$ cat config.mk
export PLATFORM = sky130hd
export DESIGN_NAME = led_blink_code_indicator_flat
export DESIGN_NICKNAME = d
export VERILOG_FILES = /design/src/design/lbci_pkg.sv /design/src/design/lbci_cfg_if.sv /design/src/design/lbci_in_if.sv /design/src/design/lbci_out_if.sv /design/src/design/led_blink_code_indicator.sv /design/src/flat_wrapper.sv
export SDC_FILE = /design/constraint.sdc
export NUM_CORES = 1
export LEC_CHECK = 0
export BUFFER_PORTS_ARGS = -buffer_cell sky130_fd_sc_hd__buf_2
export CAP_MARGIN = 10
export CORE_UTILIZATION = 61
export DETAILED_ROUTE_END_ITERATION = 7
export GPL_TIMING_DRIVEN = 0
export PLACE_DENSITY = 0.9
export SLEW_MARGIN = 20
export SYNTH_ARGS = -nofsm -noshare
export SYNTH_HDL_FRONTEND = slang
export SYNTH_SLANG_ARGS = --single-unit
export TNS_END_PERCENT = 1
$ cat constraint.sdc
create_clock -name clk_i -period 7.3 [get_ports clk_i]
set_input_delay 0.73 -clock clk_i [delete_from_list [all_inputs] [get_ports clk_i]]
set_output_delay 0.73 -clock clk_i [all_outputs]
set_load 0.01 [all_outputs]
$ cat src/design/lbci_pkg.sv
// ----------------------------------------------------------------------------
// lbci_pkg
// types and constants of the led blink code indicator
// ----------------------------------------------------------------------------
`timescale 1ns / 1ps
`default_nettype none

package lbci_pkg;

  localparam int unsigned CodeW  = 4;
  localparam int unsigned ModeW  = 3;
  localparam int unsigned PhaseW = 8;
  localparam int unsigned PatW   = 4;
  localparam int unsigned TimerW = 16;
  localparam int unsigned PauseW = 4;
  localparam int unsigned CountW = 6;
  localparam int unsigned CfgAddrW = 2;
  localparam int unsigned CfgDataW = 16;

  typedef logic [CodeW-1:0]    code_t;
  typedef logic [PatW-1:0]     pat_t;
  typedef logic [TimerW-1:0]   timer_t;
  typedef logic [PauseW-1:0]   pause_t;
  typedef logic signed [CountW-1:0] count_t;
  typedef logic [CfgAddrW-1:0] cfg_addr_t;
  typedef logic [CfgDataW-1:0] cfg_data_t;

  typedef enum logic [CfgAddrW-1:0] {
    REG_BLINK_PERIOD  = 2'd0,
    REG_DARK_AFTER    = 2'd1,
    REG_PAUSE_SLOTS   = 2'd2,
    REG_CHANGE_FLASH  = 2'd3
  } cfg_reg_e;

  typedef enum logic [ModeW-1:0] {
    MODE_OFF     = 3'd0,
    MODE_IDLE    = 3'd1,
    MODE_SPIN    = 3'd2,
    MODE_SUN     = 3'd3,
    MODE_SUN_SIM = 3'd4
  } mode_e;

  localparam timer_t RstBlinkPeriod = 16'd3500;
  localparam timer_t RstDarkAfter   = 16'd1000;
  localparam pause_t RstPauseSlots  = 4'd5;
  localparam timer_t RstChangeFlash = 16'd2500;

  localparam code_t NoError = '0;

  localparam pat_t PatDark       = 4'h0;
  localparam pat_t PatGreenBoth  = 4'h5;
  localparam pat_t PatRedBoth    = 4'hA;
  localparam pat_t PatFront      = 4'h9;
  localparam pat_t PatRear       = 4'h6;

endpackage

`default_nettype wire

$ cat src/design/lbci_cfg_if.sv
// ----------------------------------------------------------------------------
// lbci_cfg_if
// register write channel of the led blink code indicator
// ----------------------------------------------------------------------------
`timescale 1ns / 1ps
`default_nettype none

interface lbci_cfg_if;
  logic                valid;
  logic                ready;
  lbci_pkg::cfg_addr_t addr;
  lbci_pkg::cfg_data_t data;

  modport source (output valid, output addr, output data, input ready);
  modport sink   (input valid, input addr, input data, output ready);
endinterface

`default_nettype wire

$ cat src/design/lbci_in_if.sv
// ----------------------------------------------------------------------------
// lbci_in_if
// tick channel of the led blink code indicator
// ----------------------------------------------------------------------------
`timescale 1ns / 1ps
`default_nettype none

interface lbci_in_if;
  logic                              valid;
  logic                              ready;
  logic [lbci_pkg::CodeW-1:0]        error_code;
  logic [lbci_pkg::ModeW-1:0]        system_mode;
  logic                              angle_bit;
  logic [lbci_pkg::PhaseW-1:0]       rotation_phase;

  modport source (output valid, output error_code, output system_mode,
                  output angle_bit, output rotation_phase, input ready);
  modport sink   (input valid, input error_code, input system_mode,
                  input angle_bit, input rotation_phase, output ready);
endinterface

`default_nettype wire

$ cat src/design/lbci_out_if.sv
// ----------------------------------------------------------------------------
// lbci_out_if
// result channel of the led blink code indicator
// ----------------------------------------------------------------------------
`timescale 1ns / 1ps
`default_nettype none

interface lbci_out_if;
  logic                       valid;
  logic                       ready;
  logic [lbci_pkg::PatW-1:0]  led_pattern;
  logic [lbci_pkg::CodeW-1:0] shown_error;

  modport source (output valid, output led_pattern, output shown_error, input ready);
  modport sink   (input valid, input led_pattern, input shown_error, output ready);
endinterface

`default_nettype wire

$ cat src/design/led_blink_code_indicator.sv
// ----------------------------------------------------------------------------
// led_blink_code_indicator
// error blink codes and mode patterns for four status leds
// ----------------------------------------------------------------------------
// usage:
//   in_i carries one timer tick per transfer, with an optional error report,
//   the system mode, the spin angle bit and the rotation phase.
//   out_o returns one result per tick: the led pattern and the error code
//   currently blinked.
//   cfg_i writes blink_period, dark_after, pause_slots and change_flash_ticks
//   by register index; write only while no tick is in flight.
// timing:
//   out_o.valid rises in the cycle after the input transfer; a new tick is
//   taken every cycle unless out_o stalls, set by the single state update register stage.
// reset:
//   no error held, counters cleared, previous mode off, registers at their
//   defaults (3500, 1000, 5, 2500), output register empty.
// stall:
//   when out_o.ready is low with a result waiting, in_i.ready drops and the
//   result holds until it is taken; ready returns in the cycle it is taken.
// ----------------------------------------------------------------------------
`timescale 1ns / 1ps
`default_nettype none

module led_blink_code_indicator (
  input  logic       clk_i,
  input  logic       rst_ni,
  lbci_cfg_if.sink   cfg_i,
  lbci_in_if.sink    in_i,
  lbci_out_if.source out_o
);
  import lbci_pkg::*;

  timer_t blink_period_q, dark_after_q, change_flash_q;
  pause_t pause_slots_q;

  code_t                active_q, active_d, pending_q, pending_d;
  timer_t               slot_q, slot_d, change_q, change_d;
  count_t               count_q, count_d;
  logic [ModeW-1:0]     prev_mode_q, prev_mode_d;
  logic                 out_valid_q;
  pat_t                 pat_q, pat_d;
  code_t                shown_q;

  logic                 in_ready;
  logic                 in_fire;
  code_t                code;
  code_t                act_l, pend_l;
  timer_t               slot_inc, chg_l;
  count_t               cnt_inc;
  logic                 dark;

  assign cfg_i.ready = 1'b1;

  always_ff @(posedge clk_i or negedge rst_ni) begin
    if (!rst_ni) begin
      blink_period_q <= RstBlinkPeriod;
      dark_after_q   <= RstDarkAfter;
      pause_slots_q  <= RstPauseSlots;
      change_flash_q <= RstChangeFlash;
    end else if (cfg_i.valid) begin
      unique case (cfg_reg_e'(cfg_i.addr))
        REG_BLINK_PERIOD: blink_period_q <= cfg_i.data;
        REG_DARK_AFTER:   dark_after_q   <= cfg_i.data;
        REG_PAUSE_SLOTS:  pause_slots_q  <= cfg_i.data[PauseW-1:0];
        REG_CHANGE_FLASH: change_flash_q <= cfg_i.data;
        default: ;
      endcase
    end
  end

  assign in_ready   = !out_valid_q || out_o.ready;
  assign in_i.ready = in_ready;
  assign in_fire    = in_i.valid && in_ready;
  assign code       = in_i.error_code;

  always_comb begin
    act_l       = active_q;
    pend_l      = pending_q;
    slot_d      = slot_q;
    count_d     = count_q;
    change_d    = change_q;
    prev_mode_d = prev_mode_q;
    chg_l       = change_q;
    dark        = 1'b0;
    pat_d       = PatDark;
    slot_inc    = slot_q + timer_t'(1);
    cnt_inc     = count_q + count_t'(1);

    // latch reported error by priority
    if (code != NoError) begin
      if (pend_l == NoError || code < pend_l) pend_l = code;
      if (act_l == NoError || code < act_l) act_l = code;
    end
    active_d  = act_l;
    pending_d = pend_l;

    // blink slot sequencing
    if (act_l != NoError) begin
      slot_d = slot_inc;
      if (slot_inc > blink_period_q) begin
        slot_d  = '0;
        count_d = cnt_inc;
        if (cnt_inc > count_t'({2'b00, act_l})) begin
          count_d   = count_t'(0) - count_t'({2'b00, pause_slots_q});
          active_d  = pend_l;
          pending_d = NoError;
        end
      end
      if (slot_d > dark_after_q && count_d > count_t'(0)) dark = 1'b1;
    end

    // mode change flash and mode patterns
    if (!dark) begin
      if (in_i.system_mode != prev_mode_q) begin
        chg_l       = change_flash_q;
        prev_mode_d = in_i.system_mode;
      end
      change_d = chg_l;
      if (chg_l != '0) begin
        change_d = chg_l - timer_t'(1);
        pat_d    = PatDark;
      end else begin
        case (mode_e'(in_i.system_mode)) inside
          MODE_IDLE:           pat_d = PatGreenBoth;
          MODE_SPIN:           pat_d = in_i.angle_bit ? PatRedBoth : PatGreenBoth;
          MODE_SUN, MODE_SUN_SIM:
            pat_d = in_i.rotation_phase[PhaseW-1] ? PatRear : PatFront;
          default:             pat_d = PatDark;
        endcase
      end
    end
  end

  always_ff @(posedge clk_i or negedge rst_ni) begin
    if (!rst_ni) begin
      active_q    <= NoError;
      pending_q   <= NoError;
      slot_q      <= '0;
      count_q     <= '0;
      change_q    <= '0;
      prev_mode_q <= MODE_OFF;
      out_valid_q <= 1'b0;
    end else begin
      if (in_fire) begin
        active_q    <= active_d;
        pending_q   <= pending_d;
        slot_q      <= slot_d;
        count_q     <= count_d;
        change_q    <= change_d;
        prev_mode_q <= prev_mode_d;
        out_valid_q <= 1'b1;
      end else if (out_o.ready) begin
        out_valid_q <= 1'b0;
      end
    end
  end

  // result register
  always_ff @(posedge clk_i) begin
    if (in_fire) begin
      pat_q   <= pat_d;
      shown_q <= active_d;
    end
  end

  assign out_o.valid       = out_valid_q;
  assign out_o.led_pattern = pat_q;
  assign out_o.shown_error = shown_q;

endmodule

`default_nettype wire

$ cat src/flat_wrapper.sv
// flat-port wrapper written by rule: the top's interface ports become plain ports
module led_blink_code_indicator_flat import lbci_pkg::*;
  (clk_i, rst_ni, cfg_i_valid, cfg_i_addr, cfg_i_data, cfg_i_ready, in_i_valid, in_i_error_code, in_i_system_mode, in_i_angle_bit, in_i_rotation_phase, in_i_ready, out_o_valid, out_o_led_pattern, out_o_shown_error, out_o_ready);
  lbci_cfg_if cfg_i_i ();
  lbci_in_if in_i_i ();
  lbci_out_if out_o_i ();
  input  logic clk_i;
  input  logic rst_ni;
  input wire logic [$bits(cfg_i_i.valid)-1:0] cfg_i_valid;
  input wire logic [$bits(cfg_i_i.addr)-1:0] cfg_i_addr;
  input wire logic [$bits(cfg_i_i.data)-1:0] cfg_i_data;
  output wire logic [$bits(cfg_i_i.ready)-1:0] cfg_i_ready;
  input wire logic [$bits(in_i_i.valid)-1:0] in_i_valid;
  input wire logic [$bits(in_i_i.error_code)-1:0] in_i_error_code;
  input wire logic [$bits(in_i_i.system_mode)-1:0] in_i_system_mode;
  input wire logic [$bits(in_i_i.angle_bit)-1:0] in_i_angle_bit;
  input wire logic [$bits(in_i_i.rotation_phase)-1:0] in_i_rotation_phase;
  output wire logic [$bits(in_i_i.ready)-1:0] in_i_ready;
  output wire logic [$bits(out_o_i.valid)-1:0] out_o_valid;
  output wire logic [$bits(out_o_i.led_pattern)-1:0] out_o_led_pattern;
  output wire logic [$bits(out_o_i.shown_error)-1:0] out_o_shown_error;
  input wire logic [$bits(out_o_i.ready)-1:0] out_o_ready;
  assign cfg_i_i.valid = cfg_i_valid;
  assign cfg_i_i.addr = cfg_i_addr;
  assign cfg_i_i.data = cfg_i_data;
  assign cfg_i_ready = cfg_i_i.ready;
  assign in_i_i.valid = in_i_valid;
  assign in_i_i.error_code = in_i_error_code;
  assign in_i_i.system_mode = in_i_system_mode;
  assign in_i_i.angle_bit = in_i_angle_bit;
  assign in_i_i.rotation_phase = in_i_rotation_phase;
  assign in_i_ready = in_i_i.ready;
  assign out_o_valid = out_o_i.valid;
  assign out_o_led_pattern = out_o_i.led_pattern;
  assign out_o_shown_error = out_o_i.shown_error;
  assign out_o_i.ready = out_o_ready;
  led_blink_code_indicator u_core (.clk_i(clk_i), .rst_ni(rst_ni), .cfg_i(cfg_i_i), .in_i(in_i_i), .out_o(out_o_i));
endmodule
======== Word-level counts from Yosys, hierarchy flattened ========
Cells that the tools add are included.
operators by class
  mux-type cells .......................... 27
  magnitude comparators ................... 6
  $add $sub $neg .......................... 4
  eq/ne operators ......................... 8
  reduce and logical (&&, ||, !) cells .... 23
  bitwise operators ....................... 1
operator list
  kind                                                                              number
  16-bit two-way mux                                                                5
  4-bit two-way mux                                                                 14
  16-bit greater-than comparator                                                    2
  6-bit two-way mux                                                                 3
  16-bit by 1-bit adder with 16-bit output (second input constant)                  1
  16-bit nonzero test                                                               1
  16-bit by 1-bit subtractor with 16-bit output (second input constant)             1
  2-bit AND reduction                                                               6
  4-bit logical NOT                                                                 2
  4-bit < comparator                                                                2
  4-bit nonzero test                                                                2
  6-bit by 2-bit adder with 6-bit output (second input constant)                    1
  3-bit by 2-bit == test with 1-bit output (second input constant)                  2
  6-bit by 1-bit greater-than comparator with 1-bit output (second input constant)  1
  6-bit by 5-bit greater-than comparator with 1-bit output                          1
  1-bit by 4-bit subtractor with 5-bit output (first input constant)                1
  2-bit == test (second input constant)                                             2
  1-bit two-way mux                                                                 4
  2-bit OR reduction                                                                2
  3-bit by 1-bit == test with 1-bit output (second input constant)                  1
  3-bit == test (second input constant)                                             1
  1-bit logical OR                                                                  3
  3-bit two-way mux                                                                 1
  3-bit inequality test                                                             1
  other kinds (8)                                                                   9
word-level totals
  logic and storage cells ................. 83
  output and inout bits ................... 11
  input port bits ......................... 39
  flip-flop bits (word level) ............. 110

======== Logic depth before layout (Yosys ltp) ========
  word-level depth ........................ 15
  gate-level depth with buffers ........... 26
  depth with buffers taken out ............ 23

======== Least setup slack after synthesis ========
OpenSTA, ideal clock, no wires.
  kind .................................... reg-to-reg
  from .................................... register u_core.slot_q[2]
  to ...................................... register u_core.prev_mode_q[2]
  buffers on the path ..................... 3
  path slack .............................. 1.859 ns
  arrival ................................. 5.317 ns
  period minus slack after synthesis ...... 5.441 ns
  stages on the path, launching flop included .. 24
  required time ........................... 7.175 ns
  setup time .............................. 0.125 ns
  cells stage by stage .................... dfrtp_1 and4_1 and3_1 and3_1 and3_1 and3_1 and3_1 xor2_1 ha_1 nand4_1 a2111oi_2 or2_2 clkbuf_1 clkbuf_1 nor2_1 ha_1 a21o_1 nand3_1 a2111oi_0 a211oi_1 o41a_1 o31ai_1 buf_2 mux2_2
on the way
  longest elaborated chain between the ends .. 10
  elaborated cells on any way between the ends .. 13
  classes of those cells .................. add/sub (1); order compare (3); mux (6); bitwise (1); reduce/logical (2)
ends and longest elaborated chain
  what                                                                                                               line                             source
  from (decl)                                                                                                        led_blink_code_indicator.sv:38   timer_t slot_q, slot_d, change_q, change_d;
  from (signal assigned)                                                                                             led_blink_code_indicator.sv:148  slot_q <= slot_d;
  16-bit by 1-bit adder with 16-bit output (*)                                                                       led_blink_code_indicator.sv:87   slot_inc = slot_q + timer_t'(1);
  16-bit greater-than comparator                                                                                     led_blink_code_indicator.sv:101  if (slot_inc > blink_period_q) begin
  16-bit two-way mux / 6-bit two-way mux (equally long branches)                                                     led_blink_code_indicator.sv:101
  16-bit two-way mux / 6-bit two-way mux (equally long branches)                                                     led_blink_code_indicator.sv:99   if (act_l != NoError) begin
  16-bit greater-than comparator / 6-bit by 1-bit greater-than comparator with 1-bit output (equally long branches)  led_blink_code_indicator.sv:110  if (slot_d > dark_after_q && count_d > count_t'(0)) dark = 1'b1;
  1-bit logical AND (*)                                                                                              led_blink_code_indicator.sv:110
  1-bit two-way mux (*)                                                                                              led_blink_code_indicator.sv:110
  1-bit two-way mux (*)                                                                                              led_blink_code_indicator.sv:99
  1-bit inverter (no source line) (*)                                                                                -
  3-bit AND reduction (no source line) (*)                                                                           -
  to (signal assigned)                                                                                               led_blink_code_indicator.sv:151  prev_mode_q <= prev_mode_d;
  to (decl)                                                                                                          led_blink_code_indicator.sv:40   logic [ModeW-1:0] prev_mode_q, prev_mode_d;
Every way passes the cells marked *; elsewhere a longest branch is shown, timed or not. The select of a mux whose other input is x is not followed.
A chain may end at the register's enable or synchronous reset.

======== Worst setup path after layout ========
  from .................................... register u_core.slot_q[2]
  to ...................................... register u_core.change_q[5]
on the way
  longest elaborated chain between the ends .. 10
  elaborated cells on any way between the ends .. 13
  classes of those cells .................. add/sub (1); order compare (3); mux (6); bitwise (1); reduce/logical (2)
ends and longest elaborated chain
  what                                                                                                               line                             source
  16-bit by 1-bit adder with 16-bit output (*)                                                                       led_blink_code_indicator.sv:87
  16-bit greater-than comparator                                                                                     led_blink_code_indicator.sv:101
  16-bit two-way mux / 6-bit two-way mux (equally long branches)                                                     led_blink_code_indicator.sv:101
  16-bit two-way mux / 6-bit two-way mux (equally long branches)                                                     led_blink_code_indicator.sv:99
  16-bit greater-than comparator / 6-bit by 1-bit greater-than comparator with 1-bit output (equally long branches)  led_blink_code_indicator.sv:110
  1-bit logical AND (*)                                                                                              led_blink_code_indicator.sv:110
  1-bit two-way mux (*)                                                                                              led_blink_code_indicator.sv:110
  1-bit two-way mux (*)                                                                                              led_blink_code_indicator.sv:99
  1-bit inverter (no source line) (*)                                                                                -
  2-bit AND reduction (no source line) (*)                                                                           -
  to (signal assigned)                                                                                               led_blink_code_indicator.sv:150  change_q <= change_d;
  to (decl)                                                                                                          led_blink_code_indicator.sv:38
Marks and branches as above.

==> flow_summary.toml <==
[power]
power.total_mw = 2.26
power_density_mw_per_mm2 = 295
leakagePower_nw = 3.48
ir_worst_vdd_v = 0.000207

[route]
drt-total-wl_um = 16900
num_vias = 5927
dr_wl_met2_um = 8570
wl_met3_um = 918
route.detailed.wl_per_inst_um = 18.2
ant_nets = 0
dr.pass1.iters = 6
wl_met1_um = 6900
vias_per_cell = 6.37
first_iter_violations = 526
drc = 0
routed.top_layer = "met4"

[outcome]
status = "complete, no violations"

[clocking]
clk_latency_ps = 370
h-tree-depth = 3
clock_sinks = 110
clk_pin_slew_ps = 80
cts-root-buf = "clkbuf_16"
numCtsBuffers = 9
cts_tree = "yes"
cts_hold_buffers = 0
cts_setup_buffers = 0
post_cts.resized_instances = 0
clock_path_buffers = 2

[sta]
timing.final.max_slew_violations = 0
timing.slew.headroom_pct = 53.4
finalHoldViolations = 0
worst_pin_slew_ps = 696
rsz0062_at_grt = "no"
final.min_clock_period_ps = 6760
max_freq_ghz = 0.148
skew_ps = 9.36
finalCritPeriodShare_pct = 92.6
setup_viol = 0
final.setup.tns_ps = 0

[synthesis]
synth_cell_types = 64
synth_common_cells = "dfrtp_1 (82), nand2_1 (67), inv_1 (56)"
netlist_area_mm2 = 0.00697
synth-warning-count = 0
synth_top_flop_cell = "dfrtp_1"
syn_nets = 819
synth_edf_count = 8
yosys.area.top_type_share_pct = 29.5
synth.area.top_cells = "dfrtp_1 (29%), ha_1 (8.4%), dfstp_2 (7.5%), mux2_2 (7.1%), o21ai_0 (3.8%)"
yosysMostFrequentCell = "dfrtp_1"
postSynthCellCount = 733
synth-async-reset-ratio_pct = 92.7
synth_top_cell_by_area = "dfrtp_1"
yosys_register_bits = 110
synth.avg_cell_area_um2 = 9.50
seq_area_frac_synth_pct = 40.5

[final_layout]
antenna_cells = 0
nets = 871
fillers = 766
drive_gt1_share_pct = 18.6
area_growth_syn_to_layout_pct = 9.99

[grt]
grt_pass1_vias = 5773
grt.overflow.total = 0
grt_first_pass_wirelength_um = 27500
grt_max_degree = 73
antenna_found_initial = 0
grtUsageTotal_pct = 30.0

[place]
dp_hpwl_um = 12200
io_buffers = 40
place.gp.congestion = 0.914

[worst_setup_path]
cp.arrival_ps = 7020
crit_slowest_cell = "dfrtp_1"
crit_path_frequent_cell = "and3_1"
max_stage_delay_ps = 480
timing.rr.start = "u_core.slot_q[2]"
critPathMaxFanout = 10
start_kind = "flop"
crit_family = "simple AND/OR/NAND/NOR gates"
crit_required_ps = 7560
worstSetupStartpoint = "u_core.slot_q[2]"
crit_buf_inv = 4
path_class = "flop to flop"
end_kind = "flop"

[floorplan]
die_h_um = 109
die_w_um = 109
coreArea_mm2 = 0.0110
ioPinCount = 50
dieArea_mm2 = 0.0119
start_util_pct = 63.4
fp-row-count = 38

[run]
maxCapViolations = 0

[worst_hold_path]
min_path_type = "primary input to asynchronous set/reset pin"
-- where the power goes --
part | total (mW) | leakage, nW | internal, mW | switching [mW]
Sequential | 0.925 | 1.30 | 0.774 | 0.151
Combinational | 0.853 | 2.05 | 0.370 | 0.483
Clock | 0.484 | 0.138 | 0.236 | 0.247
Total | 2.26 | 3.48 | 1.38 | 0.881
-- metrics by stage --
step	cells	util (%)	setup WS [ps]	hold WS, ps	instance area (um^2)
6_report	930	69.8	544	234	7660
5_1_grt	930	69.8	135	259	7660
3_3_place_gp	913	66.8	691	490	7340
4_1_cts	930	69.7	497	247	7660
3_5_place_dp	914	67.1	572	500	7370
2_1_floorplan	733	-	1860	434	6970
-- flip-flops by register name, summed over array words and instances, names as in the netlist, 6 cells and up --
register and cells:
u_core.change_q 16, u_core.change_flash_q 16, u_core.slot_q 16, u_core.dark_after_q 16, u_core.count_q 6, u_core.blink_period_q 16
-- cells in the final DEF (no fill, tap or decap), types with 9 or more instances in the layout --
cell / instances
clkbuf_16: 9
nand4_1: 13
nand2b_1: 11
nand3_1: 16
ha_1: 47
o31ai_1: 12
mux2i_1: 24
nand2_1: 67
a21oi_1: 47
clkbuf_1: 16
buf_2: 45
nor2_1: 52
mux2_2: 44
and2_1: 14
o21ai_0: 53
xor2_1: 17
dfstp_2: 20
or3_1: 9
dfrtp_1: 82
inv_1: 56
-- area by class of cell --
class	count	area, um^2	area share (%)
clock buffers	9	225	2.94
well taps	140	175	2.29
multi-input cells	542	3830	50.0
clock inverters	7	56.3	0.735
repair buffers	41	234	3.05
flip-flops and latches	110	2820	36.8
plain buffers	24	105	1.37
inverters	57	214	2.79
-- metal layers --
metal | global-route usage [%] | up-vias
li1 | - | 2736
met1 | 35.4 | 2906
met2 | 52.8 | 238
met3 | 5.20 | 47
met4 | 13.9 | 0
met5 | 0 | -
-- cell families after synthesis --
family,after synthesis,share of synthesized area (%)
muxes,69,10.8
adders and majority gates,47,8.44
AOI/OAI and AO/OA,171,15.7
DFF,110,40.5
buffers and inverters,81,4.58
other,1,0.0538
and+or+nand+nor,228,16.5
xor gates and xnor gates,26,3.59
-- worst paths after layout --
path                                             to  slack (ps)  cells past startpoint
max in group asynchronous  u_core.change_flash_q[6]        6380                      2
min in group clk_i          u_core.dark_after_q[12]         510                      1
max                              u_core.change_q[5]         540                     26
min                             u_core.change_q[13]         230                      1
max reg2reg                      u_core.change_q[5]         540                     26
min reg2reg                 u_core.dark_after_q[12]         510                      1
Power figures use the tool's default switching activity.
